==> src/hdl/bafq_pkg.sv <==
`timescale 1ns / 1ps
// ----------------------------------------------------------------------------
// bafq_pkg
// Shared types and constants for the block allocator with free queue.
// ----------------------------------------------------------------------------
package bafq_pkg;

   localparam int FREE_QUEUE_DEPTH_DEF = 64;
   localparam int ADDRESS_BITS_DEF     = 32;

   localparam int FIELD_ADDR_BITS = 32;
   localparam int SIZE_BITS       = 20;
   localparam int CSR_DATA_BITS   = 32;
   localparam int CSR_INDEX_BITS  = 2;

   localparam int REQ_TDATA_BITS = 56;
   localparam int RSP_TDATA_BITS = 40;

   localparam logic [SIZE_BITS-1:0] BLOCK_SIZE_RESET = 20'd4096;

   typedef enum logic [1:0] {
      KIND_ALIGNED   = 2'd0,
      KIND_UNALIGNED = 2'd1,
      KIND_FREE      = 2'd2,
      KIND_RESERVED  = 2'd3
   } kind_type;

   typedef enum logic [1:0] {
      STATUS_OK    = 2'd0,
      STATUS_OOM   = 2'd1,
      STATUS_MODE  = 2'd2,
      STATUS_FULL  = 2'd3
   } status_type;

   typedef enum logic [CSR_INDEX_BITS-1:0] {
      CSR_HEAP_BASE      = 2'd0,
      CSR_HEAP_LIMIT     = 2'd1,
      CSR_BLOCK_SIZE     = 2'd2,
      CSR_UNALIGNED_MODE = 2'd3
   } csr_index_type;

   typedef struct packed {
      logic push;
      logic pop;
   } queue_ctl_type;

   typedef struct packed {
      logic empty;
      logic full;
   } queue_sts_type;

endpackage

==> src/hdl/bafq_queue.sv <==
`timescale 1ns / 1ps
// ----------------------------------------------------------------------------
// bafq_queue
// FIFO of freed addresses in a single-port-write memory, with the entry at
// the head kept in a read register so it is ready when a pop is decided.
// ----------------------------------------------------------------------------
module bafq_queue
   import bafq_pkg::*;
#(
   parameter int DEPTH  = FREE_QUEUE_DEPTH_DEF,
   parameter int ADDR_W = ADDRESS_BITS_DEF
) (
   input  logic              clock,
   input  logic              reset,
   input  queue_ctl_type     ctl,
   input  logic [ADDR_W-1:0] push_data,
   output queue_sts_type     sts,
   output logic [ADDR_W-1:0] head_data
);

   localparam int PTR_W = $clog2(DEPTH);
   localparam int CNT_W = $clog2(DEPTH + 1);
   localparam logic [PTR_W-1:0] LAST_PTR = PTR_W'(DEPTH - 1);
   localparam logic [CNT_W-1:0] FULL_CNT = CNT_W'(DEPTH);

   logic [ADDR_W-1:0] mem [DEPTH];

   logic [PTR_W-1:0]  head_ff, head_in;
   logic [PTR_W-1:0]  tail_ff, tail_in;
   logic [CNT_W-1:0]  count_ff, count_in;
   logic [ADDR_W-1:0] rd_data_ff;

   always_comb begin
      head_in  = head_ff;
      tail_in  = tail_ff;
      count_in = count_ff;
      if (ctl.pop) begin
         head_in  = (head_ff == LAST_PTR) ? '0 : head_ff + 1'b1;
         count_in = count_ff - 1'b1;
      end
      if (ctl.push) begin
         tail_in  = (tail_ff == LAST_PTR) ? '0 : tail_ff + 1'b1;
         count_in = count_ff + 1'b1;
      end
   end

   always_ff @(posedge clock) begin
      if (reset) begin
         head_ff  <= '0;
         tail_ff  <= '0;
         count_ff <= '0;
      end else begin
         head_ff  <= head_in;
         tail_ff  <= tail_in;
         count_ff <= count_in;
      end
   end

   // write at tail, read the next head; a write into an empty queue bypasses
   always_ff @(posedge clock) begin
      if (ctl.push) begin
         mem[tail_ff] <= push_data;
      end
      if (ctl.push && (tail_ff == head_in)) begin
         rd_data_ff <= push_data;
      end else begin
         rd_data_ff <= mem[head_in];
      end
   end

   assign sts.empty = (count_ff == '0);
   assign sts.full  = (count_ff == FULL_CNT);
   assign head_data = rd_data_ff;

endmodule

==> src/hdl/bafq_engine.sv <==
`timescale 1ns / 1ps
// ----------------------------------------------------------------------------
// bafq_engine
// Configuration registers, bump pointer and the per-request decision:
// queue reuse, bump carve with bound check, mode check and free enqueue.
// ----------------------------------------------------------------------------
module bafq_engine
   import bafq_pkg::*;
#(
   parameter int ADDR_W = ADDRESS_BITS_DEF
) (
   input  logic                       clock,
   input  logic                       reset,
   input  logic                       csr_write,
   input  csr_index_type              csr_index,
   input  logic [CSR_DATA_BITS-1:0]   csr_data,
   input  logic                       exec,
   input  kind_type                   kind,
   input  logic [SIZE_BITS-1:0]       request_size,
   input  logic [FIELD_ADDR_BITS-1:0] freed_address,
   input  queue_sts_type              queue_sts,
   input  logic [ADDR_W-1:0]          queue_head_data,
   output queue_ctl_type              queue_ctl,
   output logic [ADDR_W-1:0]          queue_push_data,
   output logic [FIELD_ADDR_BITS-1:0] granted_address,
   output status_type                 status
);

   localparam int CMP_W = (ADDR_W > SIZE_BITS) ? ADDR_W : SIZE_BITS;

   logic [ADDR_W-1:0]          bump_ff, bump_in;
   logic [FIELD_ADDR_BITS-1:0] heap_limit_ff;
   logic [SIZE_BITS-1:0]       block_size_ff;
   logic                       unaligned_ff;

   logic [ADDR_W-1:0]    limit;
   logic [ADDR_W-1:0]    room;
   logic [SIZE_BITS-1:0] carve_size;
   logic                 fits;
   logic                 do_bump;
   logic                 do_pop;
   logic                 do_push;
   logic [ADDR_W-1:0]    addr;

   assign limit      = ADDR_W'(heap_limit_ff);
   assign room       = limit - bump_ff;
   assign carve_size = (kind == KIND_UNALIGNED) ? request_size : block_size_ff;
   assign fits       = (bump_ff <= limit) && (CMP_W'(carve_size) <= CMP_W'(room));

   always_comb begin
      status  = STATUS_OK;
      addr    = '0;
      do_bump = 1'b0;
      do_pop  = 1'b0;
      do_push = 1'b0;
      unique case (kind)
         KIND_ALIGNED: begin
            if (unaligned_ff) begin
               status = STATUS_MODE;
            end else if (!queue_sts.empty) begin
               addr   = queue_head_data;
               do_pop = 1'b1;
            end else if (fits) begin
               addr    = bump_ff;
               do_bump = 1'b1;
            end else begin
               status = STATUS_OOM;
            end
         end
         KIND_UNALIGNED: begin
            if (!unaligned_ff) begin
               status = STATUS_MODE;
            end else if (fits) begin
               addr    = bump_ff;
               do_bump = 1'b1;
            end else begin
               status = STATUS_OOM;
            end
         end
         KIND_FREE: begin
            if (queue_sts.full) begin
               status = STATUS_FULL;
            end else begin
               do_push = 1'b1;
            end
         end
         default: begin
            status = STATUS_MODE;
         end
      endcase
   end

   assign queue_ctl.pop    = exec && do_pop;
   assign queue_ctl.push   = exec && do_push;
   assign queue_push_data  = ADDR_W'(freed_address);
   assign granted_address  = FIELD_ADDR_BITS'(addr);

   always_comb begin
      bump_in = bump_ff;
      if (csr_write && (csr_index == CSR_HEAP_BASE)) begin
         bump_in = ADDR_W'(csr_data);
      end else if (exec && do_bump) begin
         bump_in = bump_ff + ADDR_W'(carve_size);
      end
   end

   always_ff @(posedge clock) begin
      if (reset) begin
         bump_ff       <= '0;
         heap_limit_ff <= '0;
         block_size_ff <= BLOCK_SIZE_RESET;
         unaligned_ff  <= 1'b0;
      end else begin
         bump_ff <= bump_in;
         if (csr_write) begin
            unique case (csr_index)
               CSR_HEAP_BASE: begin
               end
               CSR_HEAP_LIMIT: begin
                  heap_limit_ff <= csr_data;
               end
               CSR_BLOCK_SIZE: begin
                  block_size_ff <= csr_data[SIZE_BITS-1:0];
               end
               CSR_UNALIGNED_MODE: begin
                  unaligned_ff <= csr_data[0];
               end
               default: begin
               end
            endcase
         end
      end
   end

endmodule

==> src/hdl/block_allocator_with_free_queue.sv <==
`timescale 1ns / 1ps
// ----------------------------------------------------------------------------
// block_allocator_with_free_queue
// Heap allocator: aligned blocks reused from a FIFO free queue or carved at
// a bump pointer, unaligned carves, and frees into the queue.
//
// channel   direction  transfer when          contents
// req_      in         req_tvalid&req_tready  tuser kind, tdata size/address
// rsp_      out        rsp_tvalid&rsp_tready  tdata granted address, status
// csr_      in         csr_valid&csr_ready    register index, write data
//
// one request per cycle while the response is not stalled; a request is held
// in the input register, then the result register; the queue head is held in a
// read register so it is ready when a pop is decided
// synchronous reset clears pointers, counts, valid flags and configuration registers; no clearing pass
// a stalled response holds the result register and backs up the input side
// ----------------------------------------------------------------------------
module block_allocator_with_free_queue
   import bafq_pkg::*;
#(
   parameter int FREE_QUEUE_DEPTH = FREE_QUEUE_DEPTH_DEF,
   parameter int ADDRESS_BITS     = ADDRESS_BITS_DEF
) (
   input  logic                      clock,
   input  logic                      reset,
   input  logic                      req_tvalid,
   output logic                      req_tready,
   input  logic [REQ_TDATA_BITS-1:0] req_tdata,   // request_size, freed_address, zero pad
   input  logic [1:0]                req_tuser,   // kind
   output logic                      rsp_tvalid,
   input  logic                      rsp_tready,
   output logic [RSP_TDATA_BITS-1:0] rsp_tdata,   // granted_address, status, zero pad
   input  logic                      csr_valid,
   output logic                      csr_ready,
   input  logic [CSR_INDEX_BITS-1:0] csr_index,
   input  logic [CSR_DATA_BITS-1:0]  csr_data
);

   logic                       req_valid_ff, req_valid_in;
   logic [1:0]                 req_kind_ff;
   logic [SIZE_BITS-1:0]       req_size_ff;
   logic [FIELD_ADDR_BITS-1:0] req_faddr_ff;

   logic                       rsp_valid_ff, rsp_valid_in;
   logic [FIELD_ADDR_BITS-1:0] rsp_addr_ff;
   status_type                 rsp_status_ff;

   logic                       exec;
   logic                       req_take;
   queue_ctl_type              queue_ctl;
   queue_sts_type              queue_sts;
   logic [ADDRESS_BITS-1:0]    queue_push_data;
   logic [ADDRESS_BITS-1:0]    queue_head_data;
   logic [FIELD_ADDR_BITS-1:0] granted_address;
   status_type                 status;

   assign exec       = req_valid_ff && (!rsp_valid_ff || rsp_tready);
   assign req_tready = !req_valid_ff || exec;
   assign req_take   = req_tvalid && req_tready;
   assign csr_ready  = 1'b1;

   assign req_valid_in = req_tready ? req_tvalid : req_valid_ff;

   always_comb begin
      rsp_valid_in = rsp_valid_ff;
      if (exec) begin
         rsp_valid_in = 1'b1;
      end else if (rsp_tready) begin
         rsp_valid_in = 1'b0;
      end
   end

   always_ff @(posedge clock) begin
      if (reset) begin
         req_valid_ff <= 1'b0;
         rsp_valid_ff <= 1'b0;
      end else begin
         req_valid_ff <= req_valid_in;
         rsp_valid_ff <= rsp_valid_in;
      end
   end

   always_ff @(posedge clock) begin
      if (req_take) begin
         req_kind_ff  <= req_tuser;
         req_size_ff  <= req_tdata[SIZE_BITS-1:0];
         req_faddr_ff <= req_tdata[SIZE_BITS +: FIELD_ADDR_BITS];
      end
      if (exec) begin
         rsp_addr_ff   <= granted_address;
         rsp_status_ff <= status;
      end
   end

   bafq_queue #(
      .DEPTH  (FREE_QUEUE_DEPTH),
      .ADDR_W (ADDRESS_BITS)
   ) u_queue (
      .clock     (clock),
      .reset     (reset),
      .ctl       (queue_ctl),
      .push_data (queue_push_data),
      .sts       (queue_sts),
      .head_data (queue_head_data)
   );

   bafq_engine #(
      .ADDR_W (ADDRESS_BITS)
   ) u_engine (
      .clock           (clock),
      .reset           (reset),
      .csr_write       (csr_valid && csr_ready),
      .csr_index       (csr_index_type'(csr_index)),
      .csr_data        (csr_data),
      .exec            (exec),
      .kind            (kind_type'(req_kind_ff)),
      .request_size    (req_size_ff),
      .freed_address   (req_faddr_ff),
      .queue_sts       (queue_sts),
      .queue_head_data (queue_head_data),
      .queue_ctl       (queue_ctl),
      .queue_push_data (queue_push_data),
      .granted_address (granted_address),
      .status          (status)
   );

   assign rsp_tvalid = rsp_valid_ff;
   assign rsp_tdata  = {6'd0, rsp_status_ff, rsp_addr_ff};

endmodule

==> config.mk <==
export PLATFORM = sky130hd
export DESIGN_NAME = block_allocator_with_free_queue
export DESIGN_NICKNAME = d
export VERILOG_FILES = /design/src/hdl/bafq_pkg.sv /design/src/hdl/bafq_queue.sv /design/src/hdl/bafq_engine.sv /design/src/hdl/block_allocator_with_free_queue.sv
export SDC_FILE = /design/constraint.sdc
export NUM_CORES = 2
export LEC_CHECK = 0
export ABC_CLOCK_PERIOD_IN_PS = 5370
export BUFFER_PORTS_ARGS = -buffer_cell sky130_fd_sc_hd__buf_4
export CAP_MARGIN = 5
export CORE_MARGIN = 8
export CORE_UTILIZATION = 60
export CTS_CLUSTER_SIZE = 30
export DETAILED_ROUTE_END_ITERATION = 10
export PLACE_DENSITY = 0.77
export SKIP_CTS_REPAIR_TIMING = 1
export SLEW_MARGIN = 20
export SYNTH_ARGS = -nofsm -noshare
export SYNTH_HDL_FRONTEND = slang
export SYNTH_SLANG_ARGS = --single-unit
export TNS_END_PERCENT = 50
==> constraint.sdc <==
create_clock -name clock -period 5.37 [get_ports clock]
set_input_delay 0.537 -clock clock [delete_from_list [all_inputs] [get_ports clock]]
set_output_delay 0.537 -clock clock [all_outputs]
set_load 0.01 [all_outputs]
==> metrics.log <==
[metrics] Max Cap Viol: 0
[metrics] clock latency on the worst-skew pair: between 800 and 900 ps
[metrics] Root Driver: sky130_fd_sc_hd__clkbuf_16
[metrics] number of clock sinks: roughly 2,200
[metrics] syn avg cell area: 21.31 um2
[metrics] Initial Util: about three fifths
[metrics] slack of the worst reg-to-reg path: 250 ps
[metrics] Critical path destination: rsp_addr_ff[10]$_DFFE_PP_
[metrics] data arrival time of the critical path: ~5700 ps
[metrics] delay of the slowest critical-path stage: roughly 410 ps
[metrics] critical path cell sequence: inv_1 > ha_1 > fa_1 > nand2b_1 > a21oi_2 > o21ai_4 > buf_4 > o21ai_2 > a221oi_1 > xnor2_1 > ha_1 > nand2_1 > o21ai_0 > nor2b_1 > nor4_1 > o221a_2 > nand4_1 > nor4_4 > a41o_2 > nor2_4 > a22o_1
[metrics] Ports: 140
[metrics] # setup viols final: 0
[metrics] IR Drop Worst-Case VDD: approximately 0.00042 V
[metrics] fin. max-slew vios: 0
[metrics] CTS tree: built
[metrics] share of flip-flops with an asynchronous set or reset: 0%
[metrics] placeable core region: between 100,000 and 150,000 um2
[metrics] maximum clock rate: 195.4 MHz
[metrics] library cell contributing the largest single delay on the critical path: sky130_fd_sc_hd__a41o_2
[metrics] Post-route DRC: 0
[metrics] critical path's top delay family: compound AO/OA/AOI/OAI gates
[metrics] Post-synth top flop: sky130_fd_sc_hd__edfxtp_1
[metrics] proportion of synthesized chip area in sequential cells: 74.54%
[metrics] RSZ-0062 raised after global routing: false
[metrics] Die Outline Area: 161,000 um2
[metrics] flops & latches, synth: around 2,200
[metrics] clock-pin slew of the registers on the worst-case setup and hold paths: 60 ps
[metrics] cell seen most often among critical-path stages: sky130_fd_sc_hd__ha_1
[metrics] overall die height: around 400 um
[metrics] Vias: roughly 47,000
[metrics] worst-case clock skew: a little under 50 ps
[metrics] required time of the critical path: 5960 ps
[metrics] path depth of the worst reg2reg path: 21
[metrics] number of nets in the layout: around 4,700
[metrics] biggest fanout along the worst timing path: 19
[metrics] Post-Syn Instances: 4,180
[metrics] path type of the worst min-delay path: in2reg
[metrics] critical path launch point: u_engine.heap_limit_ff[0]$_SDFFE_PP0P_
[metrics] wire length of the first global-routing pass: between 300,000 and 400,000 um
[metrics] vias in the first global route: between 40,000 and 50,000
[metrics] WHS: 84.89 ps
[metrics] type of element launching the critical path: flop
[metrics] largest buffer count on any clock path: 3
[metrics] cell area after synthesis: ~89,000 um2
[metrics] Syn. warnings: 0
[metrics] endpoint type of the worst setup path: flop
[metrics] width of the die: about 400 um
[metrics] outcome: finished clean
[metrics] WL per Instance: between 30 and 40 um
[metrics] Distinct cells, synth: 78
[metrics] total number of cells along the worst setup path: 21
[metrics] Avg Vias per Cell: between 6 and 7
[metrics] overall fraction of global-route tracks in use: 28.73%
[metrics] H-tree Lvls: 4
[metrics] number of detailed-route iterations in the first pass: 5
[metrics] Hold Violations, Final: 0
[metrics] final period utilization: a little over nine tenths
[metrics] remaining max-slew budget at the tightest pin: 21.00%
[metrics] buffers added on ports: between 100 and 150
[metrics] kind of critical path: reg2reg
[metrics] final RePlAce weighted congestion: roughly 0.87
[metrics] initial antenna violation count: 12
[metrics] Total Wirelength: about 240,000 um
[metrics] RR Endpoint: rsp_addr_ff[10]$_DFFE_PP_
[metrics] Final TNS setup: 0 ps
[metrics] largest net degree at the start of global routing: slightly below 100
[metrics] number of antenna-violating nets in the routed design: 0
[metrics] total power divided by cell area: roughly 360 nW/um2
[metrics] RR Startpoint: u_engine.heap_limit_ff[0]$_SDFFE_PP0P_
[metrics] TritonCTS buffer count: between 200 and 250
[metrics] Final Critical Period: between 5000 and 6000 ps
[metrics] Worst Max-Slew Pin Slew: approximately 1200 ps
[metrics] num rows: around 140
[metrics] share of post-route cells with drive strength above 1: approximately 29%
[metrics] 1st-iter DRT viols: about 6,700
[metrics] global-route congestion overflow total: 0
[metrics] Buffers & Inverters on Critical Path: 2
[metrics] total half-perimeter wirelength after legalization and detailed placement: 124,600 um
[metrics] count of flip-flops with a built-in enable after synthesis: around 2,100
[metrics] leakage power total: between 30 and 40 nW
[metrics] layout-stage area growth over the synthesis result: 14.02%
layer usage:
| metal | vias to the layer above | track usage, % | part of all wire (%) |
|---|---|---|---|
| met4 | 4 | 9.938 | 3.7 |
| met5 | - | 0 | 0.013 |
| li1 | 18220 | - | - |
| met1 | 24260 | 36.97 | 34 |
| met2 | 3538 | 48.83 | 51 |
| met3 | 580 | 6.538 | 11 |
registers in the layout (all words and copies together), names as in the netlist, 2 cells and up, named ones only:
name,cells
u_engine.block_size_ff,20
req_size_ff,20
u_queue.count_ff,7
u_engine.heap_limit_ff,32
req_kind_ff,2
req_faddr_ff,32
u_engine.bump_ff,32
rsp_addr_ff,32
u_queue.mem,2048
u_queue.tail_ff,6
u_queue.head_ff,6
rsp_status_ff,2
worst register-to-register path, cell delays in order (launching register included):
cell	delay [ps]
sky130_fd_sc_hd__dfxtp_1	330
sky130_fd_sc_hd__inv_1	50
sky130_fd_sc_hd__ha_1	220
sky130_fd_sc_hd__fa_1	400
sky130_fd_sc_hd__nand2b_1	190
sky130_fd_sc_hd__a21oi_2	220
sky130_fd_sc_hd__o21ai_4	90
sky130_fd_sc_hd__buf_4	150
sky130_fd_sc_hd__o21ai_2	180
sky130_fd_sc_hd__a221oi_1	160
sky130_fd_sc_hd__xnor2_1	160
sky130_fd_sc_hd__ha_1	310
sky130_fd_sc_hd__nand2_1	50
sky130_fd_sc_hd__o21ai_0	240
sky130_fd_sc_hd__nor2b_1	80
sky130_fd_sc_hd__nor4_1	360
sky130_fd_sc_hd__o221a_2	250
sky130_fd_sc_hd__nand4_1	150
sky130_fd_sc_hd__nor4_4	360
sky130_fd_sc_hd__a41o_2	410
sky130_fd_sc_hd__nor2_4	180
sky130_fd_sc_hd__a22o_1	320
cell type report:
class	count	area (um2)
sequential	2248	66400
fill	8464	45950
multi-input combinational	1664	22120
clock buffer	269	5635
timing repair buffer	378	3471
tap	1930	2415
clock inverter	128	1305
inverter	51	191.4
antenna	1	2.502
how the worst min path moves through the flow:
| stage | start | to | slack (ps) | cells past startpoint |
|---|---|---|---|---|
| CTS | req_tdata[47] | req_faddr_ff[27]$_DFFE_PP_ | -210 | 1 |
| finish | csr_index[1] | u_engine.unaligned_ff$_SDFFE_PP0P_ | 80 | 4 |
| detailed placement | u_engine.block_size_ff[3]$_SDFFE_PP0P_ | u_engine.block_size_ff[3]$_SDFFE_PP0P_ | 450 | 2 |
| global route | csr_index[1] | u_engine.unaligned_ff$_SDFFE_PP0P_ | 90 | 4 |
| floorplan | u_engine.block_size_ff[10]$_SDFFE_PP0P_ | u_engine.block_size_ff[10]$_SDFFE_PP0P_ | 430 | 2 |
| global placement | u_engine.block_size_ff[15]$_SDFFE_PP0P_ | u_engine.block_size_ff[15]$_SDFFE_PP0P_ | 440 | 2 |
cell usage in the layout, fill, tap and decap left out, drive strengths merged, types with 12 or more instances in the layout:
cell / instances
ha: 79
xnor2: 34
a21o: 28
o21bai: 15
dfxtp: 112
a311oi: 23
nand2: 182
dlygate4sd3: 88
nor3: 18
inv: 60
a211oi: 12
mux4: 669
mux2i: 15
bufinv: 22
o21ai: 38
mux2: 22
buf: 290
nor2b: 18
a22o: 29
nand4: 24
xor2: 16
clkinv: 88
edfxtp: 2136
a21oi: 119
nand3: 38
nand2b: 13
nor2: 157
clkbuf: 269
synth_stat cells, types with 5 or more instances:
library cell,instances,area [um2]
sky130_fd_sc_hd__buf_4,7,52.55
sky130_fd_sc_hd__and4_1,5,43.79
sky130_fd_sc_hd__and3_1,6,37.54
sky130_fd_sc_hd__nor4_1,6,37.54
sky130_fd_sc_hd__clkbuf_1,142,533.0
sky130_fd_sc_hd__mux2_2,22,247.7
sky130_fd_sc_hd__o21ai_0,30,150.1
sky130_fd_sc_hd__a22o_1,29,254.0
sky130_fd_sc_hd__a211oi_1,12,90.09
sky130_fd_sc_hd__o21a_1,5,37.54
sky130_fd_sc_hd__nand3_1,38,190.2
sky130_fd_sc_hd__buf_6,5,56.30
sky130_fd_sc_hd__nand3b_1,8,60.06
sky130_fd_sc_hd__nor3_1,17,85.08
sky130_fd_sc_hd__or3_1,9,56.30
sky130_fd_sc_hd__o21bai_1,15,112.6
sky130_fd_sc_hd__inv_1,51,191.4
sky130_fd_sc_hd__nor2b_1,18,112.6
sky130_fd_sc_hd__nand4_1,24,150.1
sky130_fd_sc_hd__o31ai_1,7,52.55
sky130_fd_sc_hd__a21o_1,28,210.2
sky130_fd_sc_hd__buf_2,11,55.05
sky130_fd_sc_hd__mux2i_1,15,150.1
sky130_fd_sc_hd__or4_1,6,45.04
sky130_fd_sc_hd__nand2_1,180,675.7
sky130_fd_sc_hd__dfxtp_1,112,2242
sky130_fd_sc_hd__edfxtp_1,2136,64140
sky130_fd_sc_hd__nor2_1,156,585.6
sky130_fd_sc_hd__xor2_1,16,140.1
sky130_fd_sc_hd__buf_1,58,217.7
sky130_fd_sc_hd__ha_1,79,988.5
sky130_fd_sc_hd__a311oi_1,6,52.55
sky130_fd_sc_hd__xnor2_1,34,297.8
sky130_fd_sc_hd__a21oi_1,117,585.6
sky130_fd_sc_hd__nand2b_1,13,81.33
sky130_fd_sc_hd__a311oi_2,17,255.2
sky130_fd_sc_hd__mux4_2,669,15070
kinds of logic (layout without fill, tap and decap cells):
logic type	Yosys count	count (layout)	synth area share (%)
muxes	706	706	17.36
AOI/OAI and AO/OA	313	313	2.547
DFF	2248	2248	74.54
xor gates and xnor gates	50	50	0.4917
buffers and inverters	274	826	1.242
and+or+nand+nor	505	506	2.629
adders and majority gates	82	82	1.177
other	2	8	0.008433
report_power, final:
group	total, mW	switching, mW	internal, mW
Clock	15.2	6.69	8.51
Sequential	19.3	0.0588	19.3
Combinational	1.77	1.05	0.712
stage by stage:
stage	setup WS, ps	cell area (um2)	std cells	total power [mW]	util, %
CTS	68.31	100600	6579	36.22	68.23
finish	251.5	101500	6669	36.27	68.85
global placement	172.3	93690	6182	21.30	63.52
floorplan	798.3	89080	4185	20.80	-
detailed placement	89.96	93690	6182	21.34	63.52
global route	45.76	101500	6668	37.08	68.85
Power figures use the tool's default switching activity.
